<file path="src/hw/rtl/jtpf_pkg.sv">
// shared types and character constants for the topic/payload frame parser
// no dependencies

package jtpf_pkg;

    localparam logic [7:0] CH_OPEN  = 8'h7B;
    localparam logic [7:0] CH_CLOSE = 8'h7D;
    localparam logic [7:0] CH_COMMA = 8'h2C;
    localparam logic [7:0] CH_COLON = 8'h3A;
    localparam logic [7:0] CH_QUOTE = 8'h22;
    localparam logic [7:0] CH_CR    = 8'h0D;
    localparam logic [7:0] CH_LF    = 8'h0A;
    localparam logic [7:0] CH_T     = 8'h54;
    localparam logic [7:0] CH_O     = 8'h4F;
    localparam logic [7:0] CH_P     = 8'h50;
    localparam logic [7:0] CH_L     = 8'h4C;
    localparam logic [7:0] CH_D     = 8'h44;
    localparam logic [7:0] CH_FIRST = 8'h21;
    localparam logic [7:0] CH_LAST  = 8'h7E;

    localparam int WIN_LEN = 8;

    localparam logic [1:0] KIND_TOPIC   = 2'd0;
    localparam logic [1:0] KIND_PAYLOAD = 2'd1;
    localparam logic [1:0] KIND_SUMMARY = 2'd2;

    typedef struct packed {
        logic top;
        logic pld;
        logic well_formed;
    } hdr_t;

endpackage

</file>
<file path="src/hw/rtl/jtpf_hdr_match.sv">
// field header matcher over an eight byte window of the frame
// depends on jtpf_pkg

module jtpf_hdr_match
(
    input  logic [8*jtpf_pkg::WIN_LEN-1:0] win,
    output jtpf_pkg::hdr_t                 hdr
);

    logic [7:0] b [jtpf_pkg::WIN_LEN];
    logic       lead;

    always_comb
    begin
        for (int i = 0; i < jtpf_pkg::WIN_LEN; i++)
        begin
            b[i] = win[8*(jtpf_pkg::WIN_LEN-1-i) +: 8];
        end
        lead = (b[0] == jtpf_pkg::CH_OPEN || b[0] == jtpf_pkg::CH_COMMA)
               && b[1] == jtpf_pkg::CH_QUOTE;
        hdr.top = lead && b[2] == jtpf_pkg::CH_T && b[3] == jtpf_pkg::CH_O
                  && b[4] == jtpf_pkg::CH_P;
        hdr.pld = lead && b[2] == jtpf_pkg::CH_P && b[3] == jtpf_pkg::CH_L
                  && b[4] == jtpf_pkg::CH_D;
        hdr.well_formed = b[5] == jtpf_pkg::CH_QUOTE && b[6] == jtpf_pkg::CH_COLON
                          && b[7] == jtpf_pkg::CH_QUOTE;
    end

endmodule

</file>
<file path="src/hw/rtl/json_topic_payload_frame_parser.sv">
// top level of the topic/payload frame parser: frame memory, scan and emit
// depends on jtpf_pkg and jtpf_hdr_match

// While a frame is being gathered, each input byte is taken as it comes. On
// the closing brace the block stalls its input: S_CR and S_LF append CR and
// LF, then the frame memory (one synchronous read port) is streamed once
// through an eight byte window, one byte a cycle. Each topic or payload
// character then goes through a memory read, a load and a transfer, and
// the summary through one more step; the transfer and the summary wait out
// any output stall. Topic and payload are kept as position and length
// inside the frame memory, so the scan and the emit both run off that
// single read port.

module json_topic_payload_frame_parser
#(
    parameter int BUF_LEN     = 64,
    parameter int TOPIC_LEN   = 32,
    parameter int PAYLOAD_LEN = 32
)
(
    input  logic       clk,
    input  logic       rst_n,
    input  logic       in_valid,
    output logic       in_stall,
    input  logic [7:0] byte_in,
    output logic       out_valid,
    input  logic       out_stall,
    output logic [1:0] kind,
    output logic [7:0] char_value,
    output logic [1:0] token_count,
    output logic       last
);

    localparam int AW   = $clog2(BUF_LEN);
    localparam int FW   = $clog2(BUF_LEN + 1);
    localparam int JW   = $clog2(BUF_LEN + 9);
    localparam int TLIM = TOPIC_LEN - 3;
    localparam int PLIM = PAYLOAD_LEN - 3;
    localparam int LMAX = (TLIM > PLIM) ? TLIM : PLIM;
    localparam int MW   = $clog2(LMAX + 1);
    localparam int TW   = $clog2(TLIM + 1);
    localparam int PW   = $clog2(PLIM + 1);
    localparam int WB   = 8 * jtpf_pkg::WIN_LEN;

    typedef enum logic [3:0] {
        S_IDLE,
        S_CR,
        S_LF,
        S_SCAN,
        S_START,
        S_EMIT_RD,
        S_EMIT_LD,
        S_OUT,
        S_SUM
    } state_t;

    state_t          state_reg;
    logic [FW-1:0]   fill_reg;
    logic            gathering_reg;

    logic [7:0]      frame_mem [BUF_LEN];
    logic [7:0]      mem_rdata_reg;
    logic            mem_we;
    logic [AW-1:0]   mem_waddr;
    logic [7:0]      mem_wdata;
    logic            mem_re;
    logic [AW-1:0]   mem_raddr;

    logic [JW-1:0]   j_reg;
    logic            issue_done_reg;
    logic            sv_valid_reg;
    logic            sv_zero_reg;
    logic            sv_last_reg;
    logic [JW-1:0]   dj_reg;
    logic [WB-1:0]   win_reg;
    logic [WB-1:0]   win_next;
    logic [7:0]      nb;
    jtpf_pkg::hdr_t  hdr;

    logic            meas_act_reg;
    logic            meas_pld_reg;
    logic [MW-1:0]   meas_n_reg;
    logic [JW-1:0]   meas_pos_reg;
    logic [MW-1:0]   meas_lim;
    logic            meas_fin;
    logic [MW-1:0]   meas_len;

    logic [1:0]      count_reg;
    logic [JW-1:0]   tpos_reg;
    logic [TW-1:0]   tlen_reg;
    logic [JW-1:0]   ppos_reg;
    logic [PW-1:0]   plen_reg;

    logic            phase_pld_reg;
    logic [MW-1:0]   e_reg;
    logic [JW-1:0]   emit_addr;

    logic            out_valid_reg;
    logic [1:0]      kind_reg;
    logic [7:0]      char_reg;
    logic [1:0]      count_out_reg;
    logic            last_reg;

    logic            graphic;
    logic            fits_close;
    logic            j_in_fill;
    logic [JW-1:0]   j_end;

    assign in_stall    = (state_reg != S_IDLE);
    assign out_valid   = out_valid_reg;
    assign kind        = kind_reg;
    assign char_value  = char_reg;
    assign token_count = count_out_reg;
    assign last        = last_reg;

    assign graphic    = (byte_in >= jtpf_pkg::CH_FIRST) && (byte_in <= jtpf_pkg::CH_LAST);
    assign fits_close = (JW'(fill_reg) + JW'(3)) <= JW'(BUF_LEN);
    assign j_in_fill  = j_reg < JW'(fill_reg);
    assign j_end      = JW'(fill_reg) + JW'(7);

    assign nb       = sv_zero_reg ? 8'h00 : mem_rdata_reg;
    assign win_next = {win_reg[WB-9:0], nb};
    assign meas_lim = meas_pld_reg ? MW'(PLIM) : MW'(TLIM);

    assign emit_addr = (phase_pld_reg ? ppos_reg : tpos_reg) + JW'(e_reg);

    jtpf_hdr_match u_hdr
    (
        .win (win_next),
        .hdr (hdr)
    );

    // value length measurement, one byte per scan step
    always_comb
    begin
        meas_fin = 1'b0;
        meas_len = meas_n_reg;
        if (meas_act_reg && sv_valid_reg)
        begin
            if (nb == jtpf_pkg::CH_QUOTE || nb == 8'h00)
            begin
                meas_fin = 1'b1;
            end
            else if (meas_n_reg + MW'(1) == meas_lim)
            begin
                meas_fin = 1'b1;
                meas_len = meas_n_reg + MW'(1);
            end
        end
    end

    // frame memory port control
    always_comb
    begin
        mem_we    = 1'b0;
        mem_waddr = fill_reg[AW-1:0];
        mem_wdata = byte_in;
        mem_re    = 1'b0;
        mem_raddr = j_reg[AW-1:0];
        unique case (state_reg)
            S_IDLE:
            begin
                if (in_valid && graphic)
                begin
                    if (byte_in == jtpf_pkg::CH_OPEN)
                    begin
                        mem_we    = 1'b1;
                        mem_waddr = '0;
                    end
                    else if (gathering_reg && byte_in != jtpf_pkg::CH_CLOSE)
                    begin
                        mem_we = (fill_reg < FW'(BUF_LEN));
                    end
                    else if (gathering_reg)
                    begin
                        mem_we = fits_close;
                    end
                end
            end
            S_CR:
            begin
                mem_we    = 1'b1;
                mem_wdata = jtpf_pkg::CH_CR;
            end
            S_LF:
            begin
                mem_we    = 1'b1;
                mem_wdata = jtpf_pkg::CH_LF;
            end
            S_SCAN:
            begin
                mem_re = j_in_fill && !issue_done_reg;
            end
            S_EMIT_RD:
            begin
                mem_re    = 1'b1;
                mem_raddr = emit_addr[AW-1:0];
            end
            default:
            begin
                mem_re = 1'b0;
            end
        endcase
    end

    always_ff @(posedge clk)
    begin
        if (mem_we)
        begin
            frame_mem[mem_waddr] <= mem_wdata;
        end
        if (mem_re)
        begin
            mem_rdata_reg <= frame_mem[mem_raddr];
        end
    end

    always_ff @(posedge clk or negedge rst_n)
    begin
        if (!rst_n)
        begin
            state_reg      <= S_IDLE;
            fill_reg       <= '0;
            gathering_reg  <= 1'b0;
            j_reg          <= '0;
            issue_done_reg <= 1'b0;
            sv_valid_reg   <= 1'b0;
            sv_zero_reg    <= 1'b0;
            sv_last_reg    <= 1'b0;
            dj_reg         <= '0;
            win_reg        <= '0;
            meas_act_reg   <= 1'b0;
            meas_pld_reg   <= 1'b0;
            meas_n_reg     <= '0;
            meas_pos_reg   <= '0;
            count_reg      <= '0;
            tpos_reg       <= '0;
            tlen_reg       <= '0;
            ppos_reg       <= '0;
            plen_reg       <= '0;
            phase_pld_reg  <= 1'b0;
            e_reg          <= '0;
            out_valid_reg  <= 1'b0;
            kind_reg       <= '0;
            char_reg       <= '0;
            count_out_reg  <= '0;
            last_reg       <= 1'b0;
        end
        else
        begin
            unique case (state_reg)
                S_IDLE:
                begin
                    if (in_valid && graphic)
                    begin
                        if (byte_in == jtpf_pkg::CH_OPEN)
                        begin
                            gathering_reg <= 1'b1;
                            fill_reg      <= FW'(1);
                        end
                        else if (gathering_reg && byte_in != jtpf_pkg::CH_CLOSE)
                        begin
                            if (fill_reg < FW'(BUF_LEN))
                            begin
                                fill_reg <= fill_reg + FW'(1);
                            end
                            else
                            begin
                                gathering_reg <= 1'b0;
                                fill_reg      <= '0;
                            end
                        end
                        else if (gathering_reg)
                        begin
                            if (fits_close)
                            begin
                                fill_reg  <= fill_reg + FW'(1);
                                state_reg <= S_CR;
                            end
                            else
                            begin
                                gathering_reg <= 1'b0;
                                fill_reg      <= '0;
                            end
                        end
                    end
                end
                S_CR:
                begin
                    fill_reg  <= fill_reg + FW'(1);
                    state_reg <= S_LF;
                end
                S_LF:
                begin
                    fill_reg       <= fill_reg + FW'(1);
                    gathering_reg  <= 1'b0;
                    j_reg          <= '0;
                    issue_done_reg <= 1'b0;
                    sv_valid_reg   <= 1'b0;
                    win_reg        <= '0;
                    meas_act_reg   <= 1'b0;
                    count_reg      <= '0;
                    tlen_reg       <= '0;
                    plen_reg       <= '0;
                    state_reg      <= S_SCAN;
                end
                S_SCAN:
                begin
                    // issue side of the stream
                    if (!issue_done_reg)
                    begin
                        sv_valid_reg <= 1'b1;
                        sv_zero_reg  <= !j_in_fill;
                        sv_last_reg  <= (j_reg == j_end);
                        dj_reg       <= j_reg;
                        j_reg        <= j_reg + JW'(1);
                        if (j_reg == j_end)
                        begin
                            issue_done_reg <= 1'b1;
                        end
                    end
                    else
                    begin
                        sv_valid_reg <= 1'b0;
                    end
                    // window side of the stream
                    if (sv_valid_reg)
                    begin
                        win_reg <= win_next;
                        if (meas_act_reg)
                        begin
                            if (meas_fin)
                            begin
                                meas_act_reg <= 1'b0;
                                if (meas_pld_reg)
                                begin
                                    ppos_reg <= meas_pos_reg;
                                    plen_reg <= PW'(meas_len);
                                end
                                else
                                begin
                                    tpos_reg <= meas_pos_reg;
                                    tlen_reg <= TW'(meas_len);
                                end
                            end
                            else
                            begin
                                meas_n_reg <= meas_n_reg + MW'(1);
                            end
                        end
                        if (hdr.top)
                        begin
                            count_reg <= {1'b0, hdr.well_formed};
                        end
                        else if (hdr.pld && hdr.well_formed)
                        begin
                            count_reg <= (count_reg == 2'd2) ? 2'd2 : count_reg + 2'd1;
                        end
                        if ((hdr.top || hdr.pld) && hdr.well_formed)
                        begin
                            meas_act_reg <= 1'b1;
                            meas_pld_reg <= hdr.pld;
                            meas_n_reg   <= '0;
                            meas_pos_reg <= dj_reg + JW'(1);
                        end
                        if (sv_last_reg)
                        begin
                            state_reg <= S_START;
                        end
                    end
                end
                S_START:
                begin
                    e_reg <= '0;
                    if (tlen_reg != '0)
                    begin
                        phase_pld_reg <= 1'b0;
                        state_reg     <= S_EMIT_RD;
                    end
                    else if (plen_reg != '0)
                    begin
                        phase_pld_reg <= 1'b1;
                        state_reg     <= S_EMIT_RD;
                    end
                    else
                    begin
                        out_valid_reg <= 1'b1;
                        kind_reg      <= jtpf_pkg::KIND_SUMMARY;
                        char_reg      <= '0;
                        count_out_reg <= count_reg;
                        last_reg      <= 1'b1;
                        state_reg     <= S_SUM;
                    end
                end
                S_EMIT_RD:
                begin
                    state_reg <= S_EMIT_LD;
                end
                S_EMIT_LD:
                begin
                    out_valid_reg <= 1'b1;
                    kind_reg      <= phase_pld_reg ? jtpf_pkg::KIND_PAYLOAD
                                                   : jtpf_pkg::KIND_TOPIC;
                    char_reg      <= mem_rdata_reg;
                    count_out_reg <= '0;
                    last_reg      <= 1'b0;
                    state_reg     <= S_OUT;
                end
                S_OUT:
                begin
                    if (!out_stall)
                    begin
                        out_valid_reg <= 1'b0;
                        if (!phase_pld_reg && (e_reg + MW'(1) != MW'(tlen_reg)))
                        begin
                            e_reg     <= e_reg + MW'(1);
                            state_reg <= S_EMIT_RD;
                        end
                        else if (phase_pld_reg && (e_reg + MW'(1) != MW'(plen_reg)))
                        begin
                            e_reg     <= e_reg + MW'(1);
                            state_reg <= S_EMIT_RD;
                        end
                        else if (!phase_pld_reg && plen_reg != '0)
                        begin
                            e_reg         <= '0;
                            phase_pld_reg <= 1'b1;
                            state_reg     <= S_EMIT_RD;
                        end
                        else
                        begin
                            out_valid_reg <= 1'b1;
                            kind_reg      <= jtpf_pkg::KIND_SUMMARY;
                            char_reg      <= '0;
                            count_out_reg <= count_reg;
                            last_reg      <= 1'b1;
                            state_reg     <= S_SUM;
                        end
                    end
                end
                S_SUM:
                begin
                    if (!out_stall)
                    begin
                        out_valid_reg <= 1'b0;
                        last_reg      <= 1'b0;
                        fill_reg      <= '0;
                        state_reg     <= S_IDLE;
                    end
                end
                default:
                begin
                    state_reg <= S_IDLE;
                end
            endcase
        end
    end

endmodule

</file>
<file path="config.mk">
export PLATFORM = sky130hd
export DESIGN_NAME = json_topic_payload_frame_parser
export DESIGN_NICKNAME = d
export VERILOG_FILES = /design/src/hw/rtl/jtpf_pkg.sv /design/src/hw/rtl/jtpf_hdr_match.sv /design/src/hw/rtl/json_topic_payload_frame_parser.sv
export SDC_FILE = /design/constraint.sdc
export NUM_CORES = 1
export LEC_CHECK = 0
export ABC_CLOCK_PERIOD_IN_PS = 4300
export BUFFER_PORTS_ARGS = -buffer_cell sky130_fd_sc_hd__buf_2
export CAP_MARGIN = 20
export CORE_MARGIN = 5
export CORE_UTILIZATION = 60
export DETAILED_ROUTE_END_ITERATION = 12
export PLACE_DENSITY = 0.76
export RECOVER_POWER = 25
export SLEW_MARGIN = 20
export SYNTH_ARGS = -nofsm -noshare
export SYNTH_HDL_FRONTEND = slang
export SYNTH_SLANG_ARGS = --single-unit
export TNS_END_PERCENT = 1
</file>
<file path="constraint.sdc">
create_clock -name clk -period 4.3 [get_ports clk]
set_input_delay 0.645 -clock clk [delete_from_list [all_inputs] [get_ports clk]]
set_output_delay 0.645 -clock clk [all_outputs]
set_load 0.02 [all_outputs]
</file>
* Word-level counts from Yosys, hierarchy flattened
Memories as Yosys holds them, arrays and structs flattened. A register that Yosys moved wholly into a read port is not among the register bits.
Cells that the tools add are included.
** Word-level totals
- Register bits after elaboration :: 142
- Bits in writable memories :: 512
- Output and inout port bits :: 15
- Word-level logic and storage cells :: 282
- Memories :: 1
** Memories
- frame_mem :: depth 64, width 8, read ports 1, clocked after memory_dff 1, write ports 1, line json_topic_payload_frame_parser.sv:61 : logic [7:0] frame_mem [BUF_LEN];
** Cells by class
- Add/subtract/negate cells :: 9
- $lt $le $gt $ge :: 5
- Equal/unequal tests :: 53
- Muxes and demuxes :: 130
- Bitwise operators :: 2
- Reduce and logical (&&, ||, !) cells :: 56
** Operators with widths (number)
- $pmux W56 S2 :: 1
- $mux W5 :: 18
- $eq A8 B7 Y1 const B :: 8
- $mux W4 :: 14
- $mux W56 :: 1
- $mux W7 :: 8
- $mux W8 :: 7
- $eq A8 B6 Y1 const B :: 5
- $mux W1 :: 40
- $ne A2 B2 Y1 const B :: 20
- $pmux W4 S9 :: 1
- $mux W2 :: 16
- $mux W6 :: 5
- $pmux W5 S2 :: 3
- $reduce_and A5 Y1 :: 5
- $pmux W8 S3 :: 1
- $pmux W7 S3 :: 1
- $logic_and A1 B1 Y1 :: 19
- $eq A4 B3 Y1 const B :: 4
- $pmux W8 S2 :: 1
- $add A7 B1 Y7 const B :: 2
- $pmux W1 S2 :: 7
- $pmux W7 S2 :: 1
- $ne A4 B4 Y1 const B :: 3
- 41 further kinds :: 64

* Logic depth before layout (Yosys ltp)
Gate-level depths: netlist (run 1).
- Depth in word-level cells :: 11
- Depth in mapped cells :: 13
- Gate-level depth less buffers :: 10

* By module
Synthesis (run 1) repeated with hierarchy kept, for this count alone.
** Second synthesis, totals
- Cells, all modules :: 2375
- Area, all modules :: 28544.9 sq um
** Modules (own cells, without submodules)
- json_topic_payload_frame_parser :: times used 1, cells an instance 2346, area each 28308.4 sq um, sequential area each 19168.4 sq um
- jtpf_hdr_match :: times used 1, cells an instance 29, area each 236.5 sq um, sequential area each 0.0 sq um

* Least setup slack after synthesis (run 1)
Ideal clock, no wire load.
- Kind :: register to register
- Start point :: reg fill_reg[0]
- End point :: mem frame_mem[57][0], enable pin
- Setup time :: 0.383 ns
- Data arrival time :: 3.074 ns
- Slack :: 0.843 ns
- Cell stages (with the launch flop) :: 12
- Clock period less this slack :: 3.457 ns
- Path through :: dfrtp_1 -> clkbuf_1 -> inv_1 -> ha_1 -> or3b_1 -> a211oi_2 -> o211a_1 -> o211ai_1 -> a31o_2 -> buf_6 -> buf_2 -> nor3_1
** On the way
- Longest elaborated chain between the ends :: 9
- Elaborated cells on any way between the ends :: 13
** RTL lines
- from (decl) :: line json_topic_payload_frame_parser.sv:58 : logic [FW-1:0] fill_reg;
- from (signal assigned) :: line json_topic_payload_frame_parser.sv:265 : fill_reg <= fill_reg + FW'(1);
- from (signal assigned) :: line json_topic_payload_frame_parser.sv:277 : fill_reg <= fill_reg + FW'(1);
- from (signal assigned) :: line json_topic_payload_frame_parser.sv:290 : fill_reg <= fill_reg + FW'(1);
- $add A7 B2 Y7 :: line json_topic_payload_frame_parser.sv:117 : assign fits_close = (JW'(fill_reg) + JW'(3)) <= JW'(BUF_LEN);
- $le A7 B7 Y1 :: line json_topic_payload_frame_parser.sv:117
- $mux W1 :: line json_topic_payload_frame_parser.sv:174 : else if (gathering_reg)
- $mux W1 :: line json_topic_payload_frame_parser.sv:170 : else if (gathering_reg && byte_in != jtpf_pkg::CH_CLOSE)
- $mux W1 :: line json_topic_payload_frame_parser.sv:165 : if (byte_in == jtpf_pkg::CH_OPEN)
- $mux W1 :: line json_topic_payload_frame_parser.sv:163 : if (in_valid && graphic)
- $pmux W1 S2 :: line json_topic_payload_frame_parser.sv:160 : unique case (state_reg)
- $mux W1 :: line json_topic_payload_frame_parser.sv:208 : if (mem_we)
- $mux W1 (not written as such) :: line json_topic_payload_frame_parser.sv:210 : frame_mem[mem_waddr] <= mem_wdata;
- to (decl) :: line json_topic_payload_frame_parser.sv:61
Parallel ways exist; a longest one is shown, timed or not.

* Worst setup path after layout (run 1)
- Start point :: reg state_reg[0]
- End point :: reg mem_rdata_reg[3], read port of frame_mem, data pin
** On the way
- Longest elaborated chain between the ends :: 2
- Elaborated cells on any way between the ends :: 4
** RTL lines
- from (decl) :: line json_topic_payload_frame_parser.sv:57 : state_t state_reg;
- from (signal assigned) :: line json_topic_payload_frame_parser.sv:222 : state_reg <= S_IDLE;
- from (signal assigned) :: line json_topic_payload_frame_parser.sv:278 : state_reg <= S_CR;
- from (signal assigned) :: line json_topic_payload_frame_parser.sv:291 : state_reg <= S_LF;
- $eq A4 B3 Y1 or $eq A4 B2 Y1 (tied branches) :: line json_topic_payload_frame_parser.sv:160
- $pmux W1 S2 or $mux W6 (tied branches) :: line json_topic_payload_frame_parser.sv:160
- to (decl) :: line json_topic_payload_frame_parser.sv:62 : logic [7:0] mem_rdata_reg;
Parallel ways exist; a longest one is shown, timed or not.
A chain may end at the register's enable or synchronous reset.

==> results of run 1 <==
==> stage by stage <==
step	hold WS (ns)	std cells	util, %	total power [mW]
final	0.344	3077	67.3	20.6
after CTS	0.159	3077	67.4	20.6
after detailed placement	0.467	2954	63.0	15.0
after global placement	0.454	2954	63.0	14.8
after floorplan	0.349	2304	-	12.6
after global routing	0.345	3077	67.3	21.4
==> worst max path at each step <==
stage / slack (ns) / cells after the start / start / end
after floorplan: 0.84 / 11 / fill_reg[0]$_DFFE_PN0P_ / frame_mem[57][0]$_DFFE_PP_
after global placement: 0.41 / 10 / phase_pld_reg$_DFFE_PN0P_ / mem_rdata_reg[0]$_DFFE_PP_
after detailed placement: 0.33 / 10 / phase_pld_reg$_DFFE_PN0P_ / mem_rdata_reg[3]$_DFFE_PP_
after CTS: 0.34 / 10 / phase_pld_reg$_DFFE_PN0P_ / mem_rdata_reg[0]$_DFFE_PP_
after global routing: 0.10 / 9 / state_reg[0]$_DFFE_PN0P_ / mem_rdata_reg[1]$_DFFE_PP_
final: 0.23 / 9 / state_reg[0]$_DFFE_PN0P_ / mem_rdata_reg[3]$_DFFE_PP_
==> Yosys cell counts, drive strengths merged, types with 10 or more instances <==
cell type	number	area, um2
a21oi	162	815
a221o	11	111
a221oi	12	155
a22o	61	534
a311oi	48	420
a31oi	10	62.6
a32o	17	170
and2	13	81.3
buf	76	470
clkbuf	80	300
dfrtp	142	3550
edfxtp	520	15600
ha	22	275
inv	28	105
mux2	36	413
mux2i	37	387
mux4	32	721
nand2	366	1370
nand2b	103	644
nand3	62	310
nand4	40	250
nor2	79	302
nor2b	12	75.1
nor3	89	460
o211ai	12	90.1
o21ai	58	290
o31ai	23	178
xnor2	18	158
xor2	14	123
==> power by group <==
part	total (mW)	leakage, nW	internal, mW	switching, mW
Clock	5.68	1.05	3.26	2.42
Sequential	8.59	6.65	8.15	0.439
Combinational	6.33	4.04	1.89	4.44
==> cell usage in the layout, fill, tap and decap left out, types with 28 or more instances in the layout <==
master	Yosys	layout
sky130_fd_sc_hd__nor2_1	77	75
sky130_fd_sc_hd__clkbuf_16	0	69
sky130_fd_sc_hd__buf_4	9	101
sky130_fd_sc_hd__dfrtp_1	142	141
sky130_fd_sc_hd__o21ai_0	50	50
sky130_fd_sc_hd__edfxtp_1	520	520
sky130_fd_sc_hd__inv_1	28	28
sky130_fd_sc_hd__a311oi_1	48	48
sky130_fd_sc_hd__mux4_2	32	32
sky130_fd_sc_hd__mux2_2	34	34
sky130_fd_sc_hd__nand2b_1	103	103
sky130_fd_sc_hd__a22o_1	61	61
sky130_fd_sc_hd__mux2i_1	35	35
sky130_fd_sc_hd__nand3_1	62	62
sky130_fd_sc_hd__a21oi_1	161	161
sky130_fd_sc_hd__nor3_1	86	84
sky130_fd_sc_hd__nand2_1	366	366
sky130_fd_sc_hd__clkbuf_1	80	37
sky130_fd_sc_hd__nand4_1	40	40
==> worst reg2reg max path: stages (launching register included) <==
cell	delay (ns)
sky130_fd_sc_hd__dfrtp_1	0.33
sky130_fd_sc_hd__clkbuf_1	0.66
sky130_fd_sc_hd__nand4bb_2	0.48
sky130_fd_sc_hd__mux2_8	0.69
sky130_fd_sc_hd__buf_4	0.34
sky130_fd_sc_hd__nor3_1	0.30
sky130_fd_sc_hd__a311oi_1	0.11
sky130_fd_sc_hd__o31ai_1	0.46
sky130_fd_sc_hd__o221ai_1	0.29
sky130_fd_sc_hd__o41a_1	0.18
==> area by class of cell <==
type / count / area share (%)
sequential: 662 / 58.3
clock buffer: 89 / 5.57
multi-input combinational: 1457 / 29.1
clock inverter: 34 / 0.956
tap: 664 / 2.53
inverter: 29 / 0.331
timing repair buffer: 142 / 3.18
==> routing by layer <==
metal	GRT usage (%)	vias up	wire length [um]
met1	38.7	10100	29000
met2	44.6	1059	36300
met5	0	-	0
li1	-	8839	-
met3	4.92	186	6830
met4	10.5	0	3110
==> cells by family (layout without fill, tap and decap cells) <==
kind of cell | Yosys count | in the layout | synth area share [%]
XOR/XNOR | 36 | 36 | 1.25
AND/OR/NAND/NOR | 807 | 807 | 13.0
adder cells (fa/ha/maj) | 23 | 23 | 0.999
flip-flops | 662 | 662 | 64.9
AO/OA/AOI/OAI | 486 | 486 | 11.7
multiplexers | 105 | 105 | 5.15
buffers and inverters | 185 | 294 | 2.98
==> out/qor.json, run 1 <==
{
  "clocking": {
    "clk_pin_slew_worst_paths_ns": 0.06,
    "clock_sinks": 662,
    "clock_path_buffers": 3,
    "clock_network_latency_to_the_later_pin_of_the_worst_skew_pair_ns": 0.62,
    "cts_hold_repair.buffers": 0,
    "tritoncts": "built",
    "clock_tree.htree_level_count": 3,
    "numCtsBuffers": 67,
    "cts_post_setup_buffers_inserted": 0,
    "clock_tree.root_cell": "sky130_fd_sc_hd__clkbuf_16",
    "cts_repair_resize_count": 0
  },
  "worst_setup_path": {
    "setup.reg_to_reg.worst_slack_ns": 0.23,
    "crit-reg2reg-capture": "mem_rdata_reg[3]$_DFFE_PP_",
    "bufs_and_invs_on_worst_path": 2,
    "critPathMaxStageDelay_ns": 0.68,
    "r2r_start": "state_reg[0]$_DFFE_PN0P_",
    "worst_path_dominant_cell_family": "compound AO/OA/AOI/OAI gates",
    "critical-path-slowest-cell": "sky130_fd_sc_hd__mux2_8",
    "critPathKind": "reg2reg",
    "critPathMaxFanout": 52,
    "timing.critical_path.arrival_ns": 4.41,
    "worst_setup_path_start_kind": "register",
    "crit_path_end_kind": "register",
    "crit_path_cell_trace": "clkbuf_1 > nand4bb_2 > mux2_8 > buf_4 > nor3_1 > a311oi_1 > o31ai_1 > o221ai_1 > o41a_1",
    "worstPathRequired_ns": 4.64,
    "register_to_register_path_depth": 9
  },
  "logic_synthesis": {
    "ys_ff_latch": 662,
    "synth_enable_flop_cells": 520,
    "netlist-cell-type-count": 86,
    "post_synth.cell_area_avg_um2": 12.8,
    "post_synth_inst_count": 2304,
    "postSynthNetCount": 2339,
    "synth_seq_area_share_pct": 64.9,
    "ys_dominant_reg_cell": "sky130_fd_sc_hd__edfxtp_1",
    "netlist_area_um2": 29500,
    "ys.warnings.count": 0,
    "ys_async_sr_fraction_pct": 21.5
  },
  "sta": {
    "maxSlewHeadroom_pct": -70.9,
    "hold_viol": 0,
    "clock_skew_ns": 0.0423,
    "max_freq_mhz": 246,
    "worstMarginPinSlew_ns": 2.56,
    "number_of_failing_setup_endpoints_in_the_final_timing_report": 0,
    "finalSetupTns_ns": 0,
    "setup_repair_after_global_routing_missed_its_margin": "no",
    "fin_crit_ns": 4.07,
    "final.setup.worst_slack_ns": 0.231,
    "layout_worst_path_cycle_share_pct": 94.6,
    "timing.final.max_slew_violations": 288
  },
  "route": {
    "firstDrtPassIters": 6,
    "post-route-drc-count": 0,
    "avgViaCountPerCell": 6.54,
    "vias_after_detailed_routing": 20100,
    "post_drt_wl_per_cell_um": 24.5,
    "route.antenna.remaining_nets": 0,
    "detail_route.iter0.violations": 2453,
    "route.final.wire_length_um": 75200
  },
  "die": {
    "die_x_um": 232,
    "chipHeight_um": 232,
    "ioPinCount": 27,
    "fp.coreArea_um2": 48800,
    "initial_core_util_pct": 60.5,
    "core.rowCount": 81,
    "design.die.area_um2": 53800
  },
  "layout": {
    "ff_latch_area_um2": 19200,
    "stdcell_area_um2": 32900,
    "multi_input_area_um2": 9560,
    "layout-area-overhead-vs-synth_pct": 11.2,
    "post_route_cells_drive_above_1_share_pct": 13.6,
    "layout.nets": 2394,
    "insertedDiodeCount": 0,
    "largest_register_ff_count": 512,
    "fillCellCount": 3465
  },
  "global_route": {
    "grt.overflow.total": 0,
    "grt_first_pass_wirelength_um": 115000,
    "grt_pass1_vias": 19600,
    "grt_util_all_layers_pct": 27.8,
    "number_of_antenna_violations_at_the_first_check_in_global_routing": 0,
    "grt_max_degree": 102
  },
  "status": {
    "violated_checks": "capacitance limit, slew limit",
    "run_status": "complete, but fails checks"
  },
  "placement": {
    "place.port_buffers": 26,
    "dpl_cell_area_um2": 30800,
    "gp_routability_congestion": 0.915,
    "dpl_worst_slack_ns": 0.325,
    "dpl.hpwl_um": 47000
  },
  "power": {
    "p_per_area_nw_per_um2": 627,
    "ir_drop_mv": 0.511,
    "p_leak_nw": 11.7
  },
  "min_path": {
    "critical_hold_path_startpoint": "out_stall",
    "min_to": "state_reg[3]$_DFFE_PN0P_",
    "worstHoldPathCells": 3,
    "worst_hold_path_type": "in2reg"
  },
  "run": {
    "cap_violations": 5
  }
}
Note: power is estimated with default switching activity, not from simulation.
==> inputs of run 2 (changes only) <==
- CTS_BUF_LIST: unset -> sky130_fd_sc_hd__clkbuf_2
==> out/qor.json, run 2 (synthesis results as in run 1) <==
{
  "status": {
    "run_status": {"value": "complete, but fails checks", "change": "unchanged"},
    "violated_checks": {"value": "capacitance limit, slew limit", "change": "unchanged"}
  },
  "worst_setup_path": {
    "crit_path_cell_trace": {"value": "mux2_2 > ha_2 > fa_1 > xor2_1 > mux2i_4 > buf_4 > a311oi_1 > o31ai_1 > o221ai_1 > o41a_1", "change": "was clkbuf_1 > nand4bb_2 > mux2_8 > buf_4 > nor3_1 > a311oi_1 > o31ai_1 > o221ai_1 > o41a_1"},
    "timing.critical_path.arrival": {"value": 5.09, "unit": "ns", "change": "was 4.41 ns"},
    "crit-reg2reg-capture": {"value": "mem_rdata_reg[3]$_DFFE_PP_", "change": "unchanged"},
    "r2r_start": {"value": "phase_pld_reg$_DFFE_PN0P_", "change": "was state_reg[0]$_DFFE_PN0P_"},
    "setup.reg_to_reg.worst_slack": {"value": 0.30, "unit": "ns", "change": "was 0.23 ns"},
    "crit_path_end_kind": {"value": "register", "change": "unchanged"},
    "worstPathRequired": {"value": 5.39, "unit": "ns", "change": "was 4.64 ns"},
    "worst_setup_path_start_kind": {"value": "register", "change": "unchanged"},
    "critical-path-slowest-cell": {"value": "sky130_fd_sc_hd__mux2i_4", "change": "was sky130_fd_sc_hd__mux2_8"},
    "startpoint": {"value": "phase_pld_reg$_DFFE_PN0P_", "change": "was state_reg[0]$_DFFE_PN0P_"},
    "register_to_register_path_depth": {"value": 10, "change": "was 9"},
    "critPathMaxStageDelay": {"value": 0.68, "unit": "ns", "change": "about the same"},
    "critPathMaxFanout": {"value": 30, "change": "was 52"},
    "critPathKind": {"value": "reg2reg", "change": "unchanged"}
  },
  "sta": {
    "layout_worst_path_cycle_share": {"value": 92.9, "unit": "%", "change": "was 94.6%"},
    "setup_repair_after_global_routing_missed_its_margin": {"value": "no", "change": "unchanged"},
    "worst_hold_slack": {"value": 0.178, "unit": "ns", "change": "was 0.344 ns"},
    "finalSetupTns": {"value": 0, "unit": "ns", "change": "unchanged"},
    "maxSlewHeadroom": {"value": -68.1, "unit": "%", "change": "was -70.9%"},
    "hold_viol": {"value": 0, "change": "unchanged"},
    "clock_skew": {"value": 0.113, "unit": "ns", "change": "was 0.0423 ns"},
    "worstMarginPinSlew": {"value": 2.51, "unit": "ns", "change": "was 2.56 ns"},
    "fin_crit": {"value": 4.00, "unit": "ns", "change": "was 4.07 ns"},
    "number_of_failing_setup_endpoints_in_the_final_timing_report": {"value": 0, "change": "unchanged"},
    "max_freq": {"value": 250, "unit": "MHz", "change": "was 246 MHz"},
    "timing.final.max_slew_violations": {"value": 287, "change": "was 288"}
  },
  "global_route": {
    "grt_max_degree": {"value": 100, "change": "was 102"},
    "grt_first_pass_wirelength": {"value": 116000, "unit": "um", "change": "was 115,000 um"},
    "grt_util_all_layers": {"value": 28.2, "unit": "%", "change": "was 27.8%"},
    "grt.overflow.total": {"value": 0, "change": "unchanged"},
    "grt_pass1_vias": {"value": 20300, "change": "was 19,600"},
    "number_of_antenna_violations_at_the_first_check_in_global_routing": {"value": 2, "change": "was 0"}
  },
  "clocking": {
    "cts_hold_repair.buffers": {"value": 16, "change": "was 0"},
    "cts_repair_resize_count": {"value": 0, "change": "unchanged"},
    "clock_path_buffers": {"value": 3, "change": "unchanged"},
    "clock_tree.htree_level_count": {"value": 4, "change": "was 3"},
    "clock_sinks": {"value": 662, "change": "unchanged"},
    "numCtsBuffers": {"value": 161, "change": "was 67"},
    "clk_pin_slew_worst_paths": {"value": 0.10, "unit": "ns", "change": "was 0.06 ns"},
    "tritoncts": {"value": "built", "change": "unchanged"},
    "clock_tree.root_cell": {"value": "sky130_fd_sc_hd__clkbuf_2", "change": "was sky130_fd_sc_hd__clkbuf_16"},
    "cts_post_setup_buffers_inserted": {"value": 0, "change": "unchanged"},
    "clock_network_latency_to_the_later_pin_of_the_worst_skew_pair": {"value": 1.38, "unit": "ns", "change": "was 0.62 ns"}
  },
  "die": {
    "design.die.area": {"value": 53800, "unit": "um2", "change": "unchanged"},
    "ioPinCount": {"value": 27, "change": "unchanged"},
    "chipHeight": {"value": 232, "unit": "um", "change": "unchanged"},
    "core.rowCount": {"value": 81, "change": "unchanged"},
    "fp.coreArea": {"value": 48800, "unit": "um2", "change": "unchanged"},
    "die_x": {"value": 232, "unit": "um", "change": "unchanged"},
    "initial_core_util": {"value": 60.5, "unit": "%", "change": "unchanged"}
  },
  "route": {
    "route.antenna.remaining_nets": {"value": 0, "change": "unchanged"},
    "route.final.wire_length": {"value": 75200, "unit": "um", "change": "about the same"},
    "firstDrtPassIters": {"value": 6, "change": "unchanged"},
    "post_drt_wl_per_cell": {"value": 23.1, "unit": "um", "change": "was 24.5 um"},
    "post-route-drc-count": {"value": 0, "change": "unchanged"},
    "detail_route.iter0.violations": {"value": 2429, "change": "was 2,453"},
    "avgViaCountPerCell": {"value": 6.32, "change": "was 6.54"},
    "vias_after_detailed_routing": {"value": 20600, "change": "was 20,100"}
  },
  "layout": {
    "stdcell_area": {"value": 32400, "unit": "um2", "change": "was 32,900 um2"},
    "ff_latch_area": {"value": 19200, "unit": "um2", "change": "unchanged"},
    "post_route_cells_drive_above_1_share": {"value": 18.9, "unit": "%", "change": "was 13.6%"},
    "multi_input_area": {"value": 9560, "unit": "um2", "change": "about the same"},
    "layout.cells.most_common": {"value": "sky130_fd_sc_hd__edfxtp_1", "change": "unchanged"},
    "fillCellCount": {"value": 3636, "change": "was 3,465"},
    "layout.nets": {"value": 2504, "change": "was 2,394"},
    "largest_register_ff_count": {"value": 512, "change": "unchanged"},
    "post-route-util": {"value": 66.4, "unit": "%", "change": "was 67.3%"},
    "final_cell_mix": {"value": "520 x sky130_fd_sc_hd__edfxtp_1, 366 x sky130_fd_sc_hd__nand2_1, 228 x sky130_fd_sc_hd__clkbuf_2, 161 x sky130_fd_sc_hd__a21oi_1, 141 x sky130_fd_sc_hd__dfrtp_1", "change": "was 520 x sky130_fd_sc_hd__edfxtp_1, 366 x sky130_fd_sc_hd__nand2_1, 161 x sky130_fd_sc_hd__a21oi_1, 141 x sky130_fd_sc_hd__dfrtp_1, 103 x sky130_fd_sc_hd__nand2b_1"},
    "layout-area-overhead-vs-synth": {"value": 9.80, "unit": "%", "change": "was 11.2%"}
  },
  "power": {
    "p_per_area": {"value": 594, "unit": "nW/um2", "change": "was 627 nW/um2"},
    "p_leak": {"value": 11.9, "unit": "nW", "change": "was 11.7 nW"},
    "ir_drop": {"value": 0.510, "unit": "mV", "change": "was 0.511 mV"}
  },
  "min_path": {
    "critical_hold_path_startpoint": {"value": "byte_in[4]", "change": "was out_stall"},
    "min_to": {"value": "frame_mem[49][4]$_DFFE_PP_", "change": "was state_reg[3]$_DFFE_PN0P_"},
    "worst_hold_path_type": {"value": "in2reg", "change": "unchanged"},
    "worstHoldPathCells": {"value": 3, "change": "unchanged"}
  },
  "placement": {
    "dpl.hpwl": {"value": 47000, "unit": "um", "change": "unchanged"},
    "dpl_cell_area": {"value": 30800, "unit": "um2", "change": "unchanged"},
    "gp_routability_congestion": {"value": 0.915, "change": "unchanged"},
    "place.port_buffers": {"value": 26, "change": "unchanged"}
  },
  "run": {
    "cap_violations": {"value": 6, "change": "was 5"}
  }
}
[run 2: metal layers]
| metal | track usage, % | routed length (um) | vias to the layer above |
|---|---|---|---|
| met5 | 0 | 0 | - |
| met3 | 6.14 | 7020 | 202 |
| li1 | - | - | 9171 |
| met2 | 44.2 | 35800 | 1083 |
| met1 | 38.4 | 29600 | 10100 |
| met4 | 12.4 | 2820 | 0 |
[run 2: how the worst max path moves through the flow]
stage / to / slack (ns)
finish: mem_rdata_reg[3]$_DFFE_PP_ / 0.30
floorplan: frame_mem[57][0]$_DFFE_PP_ / 0.84
global route: mem_rdata_reg[3]$_DFFE_PP_ / 0.15
global placement: mem_rdata_reg[0]$_DFFE_PP_ / 0.41
CTS: mem_rdata_reg[3]$_DFFE_PP_ / 0.25
detailed placement: mem_rdata_reg[3]$_DFFE_PP_ / 0.33
[run 2: report_power, final]
part	total, mW	internal (mW)	switching [mW]
Combinational	6.32	1.91	4.41
Sequential	8.58	8.15	0.435
Clock	4.36	1.81	2.55
[run 2: final cells by class]
class | count | share of cell area, %
tap | 664 | 2.56
inverter | 29 | 0.336
sequential | 662 | 59.1
multi-input combinational | 1457 | 29.5
clock inverter | 58 | 1.30
antenna | 4 | 0.0309
timing repair buffer | 158 | 3.74
clock buffer | 227 | 3.50
[run 2: critical path: cells and delay by family (launching register included)]
family                     cells  cell delay, ns
muxes                          2            1.02
DFF                            1            0.37
xor gates and xnor gates       1            0.24
adders and majority gates      2            0.62
buffers and inverters          1            0.46
AOI/OAI and AO/OA              4            0.99
[run 2: stage by stage]
stage	std cells	power (mW)	setup WS, ns
after floorplan	2304	12.6	0.843
after global placement	2954	14.8	0.412
after detailed placement	2954	15.0	0.325
after CTS	3255	19.3	0.252
after global routing	3258	20.2	0.145
final	3259	19.3	0.304
